$ cat src/rtl/rwl_pkg.sv
// shared constants, codes and types of the reader-writer lock
`timescale 1ns / 1ps

package rwl_pkg;

    localparam int QUEUE_DEPTH = 16;
    localparam int MAX_READERS = 255;
    localparam int ID_W        = 8;
    localparam int CNT_W       = 8;
    localparam int FILL_W      = $clog2(QUEUE_DEPTH + 1);
    localparam int PTR_W       = $clog2(QUEUE_DEPTH);

    typedef enum logic [1:0] {
        ACT_READ_LOCK    = 2'd0,
        ACT_READ_UNLOCK  = 2'd1,
        ACT_WRITE_LOCK   = 2'd2,
        ACT_WRITE_UNLOCK = 2'd3
    } t_action;

    typedef enum logic [2:0] {
        ST_GRANTED      = 3'd0,
        ST_QUEUED       = 3'd1,
        ST_RELEASED     = 3'd2,
        ST_QUEUE_FULL   = 3'd3,
        ST_READER_LIMIT = 3'd4,
        ST_MISMATCH     = 3'd5
    } t_status;

    typedef enum logic [1:0] {
        MODE_FREE    = 2'd0,
        MODE_READING = 2'd1,
        MODE_WRITING = 2'd2
    } t_mode;

    typedef enum logic {
        KIND_ANSWER = 1'b0,
        KIND_WAKE   = 1'b1
    } t_kind;

    typedef enum logic [1:0] {
        ALU_ADD = 2'd0,
        ALU_SUB = 2'd1,
        ALU_GE  = 2'd2
    } t_alu_op;

    typedef struct packed {
        t_alu_op            op;
        logic [CNT_W-1:0]   a;
        logic [CNT_W-1:0]   b;
    } t_alu_req;

    typedef struct packed {
        logic [CNT_W-1:0]   res;
        logic               ge;
        logic               zero;
    } t_alu_rsp;

    typedef struct packed {
        logic push;
        logic pop;
    } t_fifo_ctl;

    typedef enum logic [2:0] {
        S_IDLE    = 3'd0,
        S_CHECK   = 3'd1,
        S_APPLY   = 3'd2,
        S_ANSWER  = 3'd3,
        S_WAKE_RD = 3'd4,
        S_WAKE    = 3'd5
    } t_state;

endpackage

$ cat src/rtl/rwl_if.sv
// request and result channel interfaces
`timescale 1ns / 1ps

interface rwl_req_if;
    logic                       valid;
    logic                       ready;
    logic [1:0]                 action;
    logic [rwl_pkg::ID_W-1:0]   requester_id;

    modport source (output valid, output action, output requester_id, input ready);
    modport sink   (input valid, input action, input requester_id, output ready);
endinterface

interface rwl_rsp_if;
    logic                       valid;
    logic                       ready;
    logic                       kind;
    logic [2:0]                 status;
    logic [rwl_pkg::ID_W-1:0]   task_id;
    logic [1:0]                 lock_state;
    logic [rwl_pkg::CNT_W-1:0]  readers_now;
    logic                       last;

    modport source (output valid, output kind, output status, output task_id,
                    output lock_state, output readers_now, output last, input ready);
    modport sink   (input valid, input kind, input status, input task_id,
                    input lock_state, input readers_now, input last, output ready);
endinterface

$ cat src/rtl/reader_writer_lock_with_wait_queue.sv
// top level: reader-writer lock sequencer with wait queue
`timescale 1ns / 1ps

// Reader-writer lock. One request per transfer on i_req: action (read lock,
// read unlock, write lock, write unlock) and a requester id. Results leave on
// o_rsp, each with kind, status, task id, lock state and reader count after
// the request, and last set on the final result of that request.
// A request that frees the lock gets its answer (released) and then one wake
// result per queued waiter, oldest first; the queue ends up empty.
// Sequence: the request is taken in the idle cycle, checked in the next and
// applied in the one after; the answer is then shown from S_ANSWER. Each
// wake is a queue read (S_WAKE_RD), then the wake result (S_WAKE). The
// shared add/compare unit and the registered queue read set this order.
// i_req.ready is high only while idle: one request is worked on at a time.
// If the receiver holds o_rsp.ready low the result stays valid and unchanged
// and the sequencer waits. Synchronous reset (i_rst_n low) frees the lock,
// clears the reader count and empties the queue; no output is valid after.

module reader_writer_lock_with_wait_queue (
    input  logic       i_clk,
    input  logic       i_rst_n,
    rwl_req_if.sink    i_req,
    rwl_rsp_if.source  o_rsp
);

    rwl_pkg::t_state                r_state, n_state;
    rwl_pkg::t_action               r_action;
    logic [rwl_pkg::ID_W-1:0]       r_id;
    rwl_pkg::t_mode                 r_mode, n_mode;
    logic [rwl_pkg::CNT_W-1:0]      r_readers, n_readers;
    rwl_pkg::t_status               r_status, n_status;
    logic                           r_last, n_last;
    logic                           r_flag;

    rwl_pkg::t_alu_req              w_alu_req;
    rwl_pkg::t_alu_rsp              w_alu_rsp;
    rwl_pkg::t_fifo_ctl             w_fifo_ctl;
    logic [rwl_pkg::ID_W-1:0]       w_wake_id;
    logic [rwl_pkg::FILL_W-1:0]     w_fill;
    logic [rwl_pkg::CNT_W-1:0]      w_fill_ext;
    logic                           w_to_queue;

    rwl_alu u_alu (
        .i_op  (w_alu_req),
        .o_res (w_alu_rsp)
    );

    rwl_fifo u_fifo (
        .i_clk   (i_clk),
        .i_rst_n (i_rst_n),
        .i_ctl   (w_fifo_ctl),
        .i_wr_id (r_id),
        .o_rd_id (w_wake_id),
        .o_fill  (w_fill)
    );

    assign w_fill_ext = rwl_pkg::CNT_W'(w_fill);
    // lock requests that cannot be granted in the current mode
    assign w_to_queue = (r_action == rwl_pkg::ACT_WRITE_LOCK && r_mode != rwl_pkg::MODE_FREE) ||
                        (r_action == rwl_pkg::ACT_READ_LOCK && r_mode == rwl_pkg::MODE_WRITING);

    always_ff @(posedge i_clk) begin
        if (!i_rst_n) begin
            r_state   <= rwl_pkg::S_IDLE;
            r_mode    <= rwl_pkg::MODE_FREE;
            r_readers <= '0;
            r_last    <= 1'b1;
        end else begin
            r_state   <= n_state;
            r_mode    <= n_mode;
            r_readers <= n_readers;
            r_last    <= n_last;
        end
    end

    always_ff @(posedge i_clk) begin
        if (r_state == rwl_pkg::S_IDLE && i_req.valid) begin
            r_action <= rwl_pkg::t_action'(i_req.action);
            r_id     <= i_req.requester_id;
        end
        if (r_state == rwl_pkg::S_CHECK) begin
            r_flag <= w_alu_rsp.ge;
        end
        r_status <= n_status;
    end

    always_comb begin
        n_state    = r_state;
        n_mode     = r_mode;
        n_readers  = r_readers;
        n_status   = r_status;
        n_last     = r_last;
        w_fifo_ctl = '0;
        w_alu_req  = '{op: rwl_pkg::ALU_GE, a: r_readers,
                       b: rwl_pkg::CNT_W'(rwl_pkg::MAX_READERS)};

        case (r_state)
            rwl_pkg::S_IDLE: begin
                if (i_req.valid) begin
                    n_state = rwl_pkg::S_CHECK;
                end
            end
            rwl_pkg::S_CHECK: begin
                // queue full check for waiters, reader limit otherwise
                if (w_to_queue) begin
                    w_alu_req = '{op: rwl_pkg::ALU_GE, a: w_fill_ext,
                                  b: rwl_pkg::CNT_W'(rwl_pkg::QUEUE_DEPTH)};
                end
                n_state = rwl_pkg::S_APPLY;
            end
            rwl_pkg::S_APPLY: begin
                n_last  = 1'b1;
                n_state = rwl_pkg::S_ANSWER;
                w_alu_req = '{op: (r_action == rwl_pkg::ACT_READ_UNLOCK) ?
                                  rwl_pkg::ALU_SUB : rwl_pkg::ALU_ADD,
                              a: r_readers, b: rwl_pkg::CNT_W'(1)};
                if (w_to_queue) begin
                    if (r_flag) begin
                        n_status = rwl_pkg::ST_QUEUE_FULL;
                    end else begin
                        n_status = rwl_pkg::ST_QUEUED;
                        w_fifo_ctl.push = 1'b1;
                    end
                end else begin
                    case (r_action)
                        rwl_pkg::ACT_READ_LOCK: begin
                            if (r_flag) begin
                                n_status = rwl_pkg::ST_READER_LIMIT;
                            end else begin
                                n_status  = rwl_pkg::ST_GRANTED;
                                n_readers = w_alu_rsp.res;
                                n_mode    = rwl_pkg::MODE_READING;
                            end
                        end
                        rwl_pkg::ACT_READ_UNLOCK: begin
                            if (r_mode != rwl_pkg::MODE_READING || r_readers == '0) begin
                                n_status = rwl_pkg::ST_MISMATCH;
                            end else begin
                                n_status  = rwl_pkg::ST_RELEASED;
                                n_readers = w_alu_rsp.res;
                                if (w_alu_rsp.zero) begin
                                    n_mode = rwl_pkg::MODE_FREE;
                                    n_last = (w_fill == '0);
                                end
                            end
                        end
                        rwl_pkg::ACT_WRITE_LOCK: begin
                            n_status = rwl_pkg::ST_GRANTED;
                            n_mode   = rwl_pkg::MODE_WRITING;
                        end
                        rwl_pkg::ACT_WRITE_UNLOCK: begin
                            if (r_mode != rwl_pkg::MODE_WRITING) begin
                                n_status = rwl_pkg::ST_MISMATCH;
                            end else begin
                                n_status  = rwl_pkg::ST_RELEASED;
                                n_mode    = rwl_pkg::MODE_FREE;
                                n_readers = '0;
                                n_last    = (w_fill == '0);
                            end
                        end
                        default: n_status = rwl_pkg::ST_MISMATCH;
                    endcase
                end
            end
            rwl_pkg::S_ANSWER: begin
                if (o_rsp.ready) begin
                    n_state = r_last ? rwl_pkg::S_IDLE : rwl_pkg::S_WAKE_RD;
                end
            end
            rwl_pkg::S_WAKE_RD: begin
                w_fifo_ctl.pop = 1'b1;
                n_state = rwl_pkg::S_WAKE;
            end
            rwl_pkg::S_WAKE: begin
                if (o_rsp.ready) begin
                    n_state = (w_fill == '0) ? rwl_pkg::S_IDLE : rwl_pkg::S_WAKE_RD;
                end
            end
            default: n_state = rwl_pkg::S_IDLE;
        endcase
    end

    assign i_req.ready = (r_state == rwl_pkg::S_IDLE);

    assign o_rsp.valid       = (r_state == rwl_pkg::S_ANSWER) || (r_state == rwl_pkg::S_WAKE);
    assign o_rsp.kind        = (r_state == rwl_pkg::S_WAKE) ? rwl_pkg::KIND_WAKE
                                                            : rwl_pkg::KIND_ANSWER;
    assign o_rsp.status      = (r_state == rwl_pkg::S_WAKE) ? rwl_pkg::ST_GRANTED : r_status;
    assign o_rsp.task_id     = (r_state == rwl_pkg::S_WAKE) ? w_wake_id : r_id;
    assign o_rsp.lock_state  = r_mode;
    assign o_rsp.readers_now = r_readers;
    assign o_rsp.last        = (r_state == rwl_pkg::S_WAKE) ? (w_fill == '0) : r_last;

endmodule

$ cat src/rtl/rwl_alu.sv
// shared add / subtract / compare unit used by the sequencer
`timescale 1ns / 1ps

module rwl_alu (
    input  rwl_pkg::t_alu_req i_op,
    output rwl_pkg::t_alu_rsp o_res
);

    logic [rwl_pkg::CNT_W:0]   w_diff;
    logic [rwl_pkg::CNT_W-1:0] w_sum;
    logic [rwl_pkg::CNT_W-1:0] w_res;

    // one subtractor gives both the difference and the compare
    assign w_diff = {1'b0, i_op.a} - {1'b0, i_op.b};
    assign w_sum  = i_op.a + i_op.b;

    always_comb begin
        case (i_op.op)
            rwl_pkg::ALU_ADD: w_res = w_sum;
            rwl_pkg::ALU_SUB: w_res = w_diff[rwl_pkg::CNT_W-1:0];
            rwl_pkg::ALU_GE:  w_res = i_op.a;
            default:          w_res = i_op.a;
        endcase
    end

    assign o_res.res  = w_res;
    assign o_res.ge   = ~w_diff[rwl_pkg::CNT_W];
    assign o_res.zero = (w_res == '0);

endmodule

$ cat src/rtl/rwl_fifo.sv
// circular wait queue of requester ids with registered read
`timescale 1ns / 1ps

module rwl_fifo (
    input  logic                        i_clk,
    input  logic                        i_rst_n,
    input  rwl_pkg::t_fifo_ctl          i_ctl,
    input  logic [rwl_pkg::ID_W-1:0]    i_wr_id,
    output logic [rwl_pkg::ID_W-1:0]    o_rd_id,
    output logic [rwl_pkg::FILL_W-1:0]  o_fill
);

    logic [rwl_pkg::ID_W-1:0]   r_mem [rwl_pkg::QUEUE_DEPTH];
    logic [rwl_pkg::PTR_W-1:0]  r_head;
    logic [rwl_pkg::FILL_W-1:0] r_fill;
    logic [rwl_pkg::ID_W-1:0]   r_rd_id;
    logic [rwl_pkg::FILL_W:0]   w_slot_sum;
    logic [rwl_pkg::FILL_W:0]   w_slot;
    logic [rwl_pkg::PTR_W-1:0]  n_head;

    // tail slot wraps at the queue depth
    assign w_slot_sum = (rwl_pkg::FILL_W+1)'(r_head) + (rwl_pkg::FILL_W+1)'(r_fill);
    assign w_slot = (w_slot_sum >= (rwl_pkg::FILL_W+1)'(rwl_pkg::QUEUE_DEPTH)) ?
                    w_slot_sum - (rwl_pkg::FILL_W+1)'(rwl_pkg::QUEUE_DEPTH) : w_slot_sum;
    assign n_head = (r_head == rwl_pkg::PTR_W'(rwl_pkg::QUEUE_DEPTH - 1)) ? '0 : r_head + 1'b1;

    always_ff @(posedge i_clk) begin
        if (i_ctl.push) begin
            r_mem[w_slot[rwl_pkg::PTR_W-1:0]] <= i_wr_id;
        end
    end

    always_ff @(posedge i_clk) begin
        if (i_ctl.pop) begin
            r_rd_id <= r_mem[r_head];
        end
    end

    always_ff @(posedge i_clk) begin
        if (!i_rst_n) begin
            r_head <= '0;
            r_fill <= '0;
        end else if (i_ctl.push) begin
            r_fill <= r_fill + 1'b1;
        end else if (i_ctl.pop) begin
            r_head <= n_head;
            r_fill <= r_fill - 1'b1;
        end
    end

    assign o_rd_id = r_rd_id;
    assign o_fill  = r_fill;

endmodule

$ cat src/flat_wrapper.sv
// flat-port wrapper written by rule: the top's interface ports become plain ports
module reader_writer_lock_with_wait_queue_flat 
  (i_clk, i_rst_n, i_req_valid, i_req_action, i_req_requester_id, i_req_ready, o_rsp_valid, o_rsp_kind, o_rsp_status, o_rsp_task_id, o_rsp_lock_state, o_rsp_readers_now, o_rsp_last, o_rsp_ready);
  rwl_req_if i_req_i ();
  rwl_rsp_if o_rsp_i ();
  input  logic i_clk;
  input  logic i_rst_n;
  input wire logic [$bits(i_req_i.valid)-1:0] i_req_valid;
  input wire logic [$bits(i_req_i.action)-1:0] i_req_action;
  input wire logic [$bits(i_req_i.requester_id)-1:0] i_req_requester_id;
  output wire logic [$bits(i_req_i.ready)-1:0] i_req_ready;
  output wire logic [$bits(o_rsp_i.valid)-1:0] o_rsp_valid;
  output wire logic [$bits(o_rsp_i.kind)-1:0] o_rsp_kind;
  output wire logic [$bits(o_rsp_i.status)-1:0] o_rsp_status;
  output wire logic [$bits(o_rsp_i.task_id)-1:0] o_rsp_task_id;
  output wire logic [$bits(o_rsp_i.lock_state)-1:0] o_rsp_lock_state;
  output wire logic [$bits(o_rsp_i.readers_now)-1:0] o_rsp_readers_now;
  output wire logic [$bits(o_rsp_i.last)-1:0] o_rsp_last;
  input wire logic [$bits(o_rsp_i.ready)-1:0] o_rsp_ready;
  assign i_req_i.valid = i_req_valid;
  assign i_req_i.action = i_req_action;
  assign i_req_i.requester_id = i_req_requester_id;
  assign i_req_ready = i_req_i.ready;
  assign o_rsp_valid = o_rsp_i.valid;
  assign o_rsp_kind = o_rsp_i.kind;
  assign o_rsp_status = o_rsp_i.status;
  assign o_rsp_task_id = o_rsp_i.task_id;
  assign o_rsp_lock_state = o_rsp_i.lock_state;
  assign o_rsp_readers_now = o_rsp_i.readers_now;
  assign o_rsp_last = o_rsp_i.last;
  assign o_rsp_i.ready = o_rsp_ready;
  reader_writer_lock_with_wait_queue u_core (.i_clk(i_clk), .i_rst_n(i_rst_n), .i_req(i_req_i), .o_rsp(o_rsp_i));
endmodule
$ cat config.mk
export PLATFORM = sky130hd
export DESIGN_NAME = reader_writer_lock_with_wait_queue_flat
export DESIGN_NICKNAME = d
export VERILOG_FILES = /design/src/rtl/rwl_pkg.sv /design/src/rtl/rwl_if.sv /design/src/rtl/reader_writer_lock_with_wait_queue.sv /design/src/rtl/rwl_alu.sv /design/src/rtl/rwl_fifo.sv /design/src/flat_wrapper.sv
export SDC_FILE = /design/constraint.sdc
export NUM_CORES = 1
export LEC_CHECK = 0
export BUFFER_PORTS_ARGS = -buffer_cell sky130_fd_sc_hd__clkbuf_2
export CORE_ASPECT_RATIO = 0.9
export CORE_MARGIN = 10
export CORE_UTILIZATION = 40
export CTS_CLUSTER_DIAMETER = 100
export CTS_CLUSTER_SIZE = 16
export DETAILED_ROUTE_END_ITERATION = 12
export PLACE_DENSITY = 0.54
export SETUP_SLACK_MARGIN = 0.4
export SKIP_CTS_REPAIR_TIMING = 1
export SLEW_MARGIN = 20
export SYNTH_ARGS = -nofsm -noshare
export SYNTH_HDL_FRONTEND = slang
export SYNTH_SLANG_ARGS = --single-unit
$ cat constraint.sdc
create_clock -name i_clk -period 6.5 [get_ports i_clk]
set_input_delay 0.65 -clock i_clk [delete_from_list [all_inputs] [get_ports i_clk]]
set_output_delay 0.65 -clock i_clk [all_outputs]
set_load 0.005 [all_outputs]
==> out/metrics.cfg <==
[sta]
finalHoldViolations = 0
slew_viol_final = 0
fin_hold_ws_ns = 0.3978
min_period_over_period_pct = 74.84
rsz0062_at_grt = false
slew_headroom_pct = 24.02
worst_pin_slew_ns = 1.136
clock.fmax_mhz = 205.6
period_needed_ns = 4.865
finalSetupViolCount = 0
timing.setup.tns_ns = 0
clock-skew-final_ns = 0.01169

[synth]
yosysTopAreaCellShare_pct = 55.94
ys_types = 59
avgSynthCellArea_um2 = 15.08
synth_edf_count = 150
yosys_most_used_dff = edfxtp_1
yosysWarnings = 0
async_flop_share_pct = 0
syn-num-nets = 575
synthTopCellsByArea = edfxtp_1 (56%), mux4_2 (11%), dfxtp_1 (5.7%), ha_1 (3.6%), mux2i_1 (1.7%)
synthCells = 534
yosysSeqAreaShare_pct = 61.65
ys_seq_elements = 173
synth_area_um2 = 8053
yosysTopAreaCell = edfxtp_1

[floorplan]
dieArea_um2 = 26210
rows = 49
start_util_pct = 40.54
die_width_um = 169.6
die_h_um = 154.6
coreArea_um2 = 19860
ioPinCount = 39

[clocking]
numCtsBuffers = 17
htreeDepth = 4
cts_tree = yes
clk_latency_ns = 0.43
cts.sinks = 173
clock_path_buffers = 2
clk_pin_slew_worst_paths_ns = 0.06
cts_root_buffer = clkbuf_16

[critical_path]
reg2reg_slack_ns = 1.64
reg2regPathDepth = 13
crit_path_start_kind = flip-flop
end_kind = flip-flop
path_class = reg2reg
cp_data_required_time_ns = 6.79
arrival_ns = 5.15
path_max_fanout = 15
reg2reg_from = u_core.r_state[0]$_SDFFE_PN0P_
timing.rr.end = u_core.r_last$_SDFFE_PN1P_

[global_route]
grt_pass1_wl_um = 28440
grt-ovfl-total = 0
grt_max_degree = 39
grt_use_total_pct = 14.18
antenna_found_initial = 0
first_global_vias = 4681

[placed_design]
gp_congestion = 0.8471
dp.cells = 805
portBuffers = 38
dp_hpwl_um = 12110

[power_and_ir_drop]
switching_share_pct = 21.89
power_switching_w = 0.0005121
ir_worst_vdd_uv = 180.2
clockPowerShare_pct = 42.5
p_per_area_nw_per_um2 = 258.4
seq_power_share_pct = 53.2
internal_power_w = 0.001828
leakagePower_nw = 3.148
p_comb_share_pct = 4.3

[drt]
route.vias.total = 4655
via_per_inst = 5.562
drtIter0Drc = 345
first_pass_iters = 4
drc_errors = 0
drt_wl_total_um = 18330
routedWlPerCell_um = 21.90
ant_nets = 0

[run_status]
status = complete, no violations

[layout]
area_growth_pct = 12.46
nets = 610
final_cells = 837
n_antenna_cell = 0
drive_gt1_share_pct = 23.02

[job]
drv_cap = 0

[hold_path]
min_path_cells = 1
hold_start = i_req_action[1]
hold_end = u_core.r_action[1]$_DFFE_PP_
hold_path_class = in2reg

state kept, by name, summed over array words and instances, names as in the netlist:
register,cells
u_core.u_fifo.o_fill,5
u_core.u_fifo.r_mem,128
u_core.r_last,1
u_core.u_fifo.o_rd_id,8
u_core.o_rsp.lock_state,2
u_core.u_fifo.r_head,4
u_core.r_flag,1
u_core.r_status,3
u_core.r_id,8
u_core.r_action,2
u_core.r_state,3
u_core.o_rsp.readers_now,8
logic make-up (layout without fill, tap and decap cells):
logic type	count (synthesis)	in the layout	share of synthesized area, %
mux	64	64	14.33
xor+xnor	14	14	1.523
simple gates	134	134	9.058
buf+inv	47	95	2.408
compound gates	75	75	6.464
fa+ha+maj	27	27	4.568
flops	173	173	61.65
power groups by stage:
stage	sequential, W	combinational [W]	clock, W
after floorplan	0.00125	0.0000781	0
after global placement	0.00127	0.000101	0
after detailed placement	0.00127	0.000101	0
final	0.00124	0.000101	0.000995
after global routing	0.00125	0.000112	0.00106
after CTS	0.00124	0.000102	0.00101
layout make-up:
class | count | area, µm²
Clock buffer | 19 | 432.9
Clock inverter | 13 | 137.6
Fill cell | 1795 | 10810
Inverter | 21 | 78.83
Multi-Input combinational cell | 314 | 2902
Sequential cell | 173 | 4966
Tap cell | 255 | 319.1
Timing Repair Buffer | 42 | 220.2
metal layers:
metal	wire [µm]	part of all wire, %	vias to the layer above	GRT usage, %
li1	-	-	2140	-
met1	8661	47	2387	19.38
met2	8750	48	108	22.01
met3	667	3.6	20	3.319
met4	249	1.4	0	4.148
met5	0	0	-	0
through the flow:
stage	utilization [%]	total power, W	setup WS, ns	cell area [µm²]
3_3_place_gp	42.68	0.001368	1.920	8478
4_1_cts	45.55	0.002357	1.677	9049
3_5_place_dp	42.68	0.001369	1.731	8478
5_1_grt	45.59	0.002419	1.175	9056
6_report	45.59	0.002340	1.635	9056
2_1_floorplan	-	0.001333	2.816	8053
worst max-delay path, stage by stage (launching register included):
cell      delay, ns
dfxtp_1        0.52
or3b_1         0.51
clkinv_1       0.57
nor2_1         0.67
inv_1          0.35
ha_1           0.44
nor2b_1        0.21
o21ai_0        0.17
and4_1         0.24
a211o_1        0.23
a41oi_2        0.18
nand4_1        0.15
nor4_1         0.36
o211ai_1       0.12
cells in the final DEF (no fill, tap or decap), drive strengths merged, types with 3 or more instances in the layout:
cell        n
mux2       10
inv        23
fa          4
o211ai      8
nand3b      3
nand3       9
dfxtp      23
and2       13
mux2i      14
edfxtp    150
a22oi       6
ha         23
clkbuf     57
a211o       3
nor2b      22
nand2      23
buf         4
a21o        6
nor4        5
clkinv      5
nor3        6
nor2       34
nand2b      3
a21boi      3
clkinvlp    4
mux4       40
xor2        5
or3         5
o21ai      18
a21oi      13
xnor2       9
synthesized netlist by cell type, types with 2 or more instances:
library cell	number
or3_1	5
nand3_1	9
nor2b_1	22
a21boi_1	3
buf_1	3
o211ai_1	7
or2_2	2
o31ai_1	2
xor2_1	5
and2_1	13
o21a_1	2
o21ai_1	2
mux4_2	40
a32oi_1	2
nand3b_1	3
nor4_1	3
a211o_1	3
nand2_1	23
a21o_1	6
edfxtp_1	150
xnor2_1	9
a31oi_1	2
nor2_1	33
or4_1	2
buf_2	2
o21ai_0	16
fa_1	4
dfxtp_1	23
a22oi_1	6
o22ai_1	2
nor3_1	6
nand4_1	2
clkbuf_1	19
ha_1	23
mux2i_1	14
inv_1	19
a21oi_1	13
buf_6	2
mux2_2	9
o311a_1	2
nand2b_1	3
worst max-delay path by stage:
| stage | to | start | cells past startpoint | slack, ns |
|---|---|---|---|---|
| 6_report | u_core.r_last$_SDFFE_PN1P_ | u_core.r_state[0]$_SDFFE_PN0P_ | 13 | 1.64 |
| 5_1_grt | u_core.r_last$_SDFFE_PN1P_ | u_core.r_state[0]$_SDFFE_PN0P_ | 13 | 1.17 |
| 4_1_cts | u_core.r_last$_SDFFE_PN1P_ | u_core.r_state[0]$_SDFFE_PN0P_ | 13 | 1.68 |
| 3_5_place_dp | u_core.r_last$_SDFFE_PN1P_ | u_core.r_state[0]$_SDFFE_PN0P_ | 13 | 1.73 |
| 3_3_place_gp | u_core.r_last$_SDFFE_PN1P_ | u_core.r_state[0]$_SDFFE_PN0P_ | 13 | 1.92 |
| 2_1_floorplan | u_core.r_last$_SDFFE_PN1P_ | u_core.o_rsp.lock_state[0]$_SDFFE_PN0P_ | 14 | 2.82 |
No activity file was read; power rests on OpenSTA's default activity.
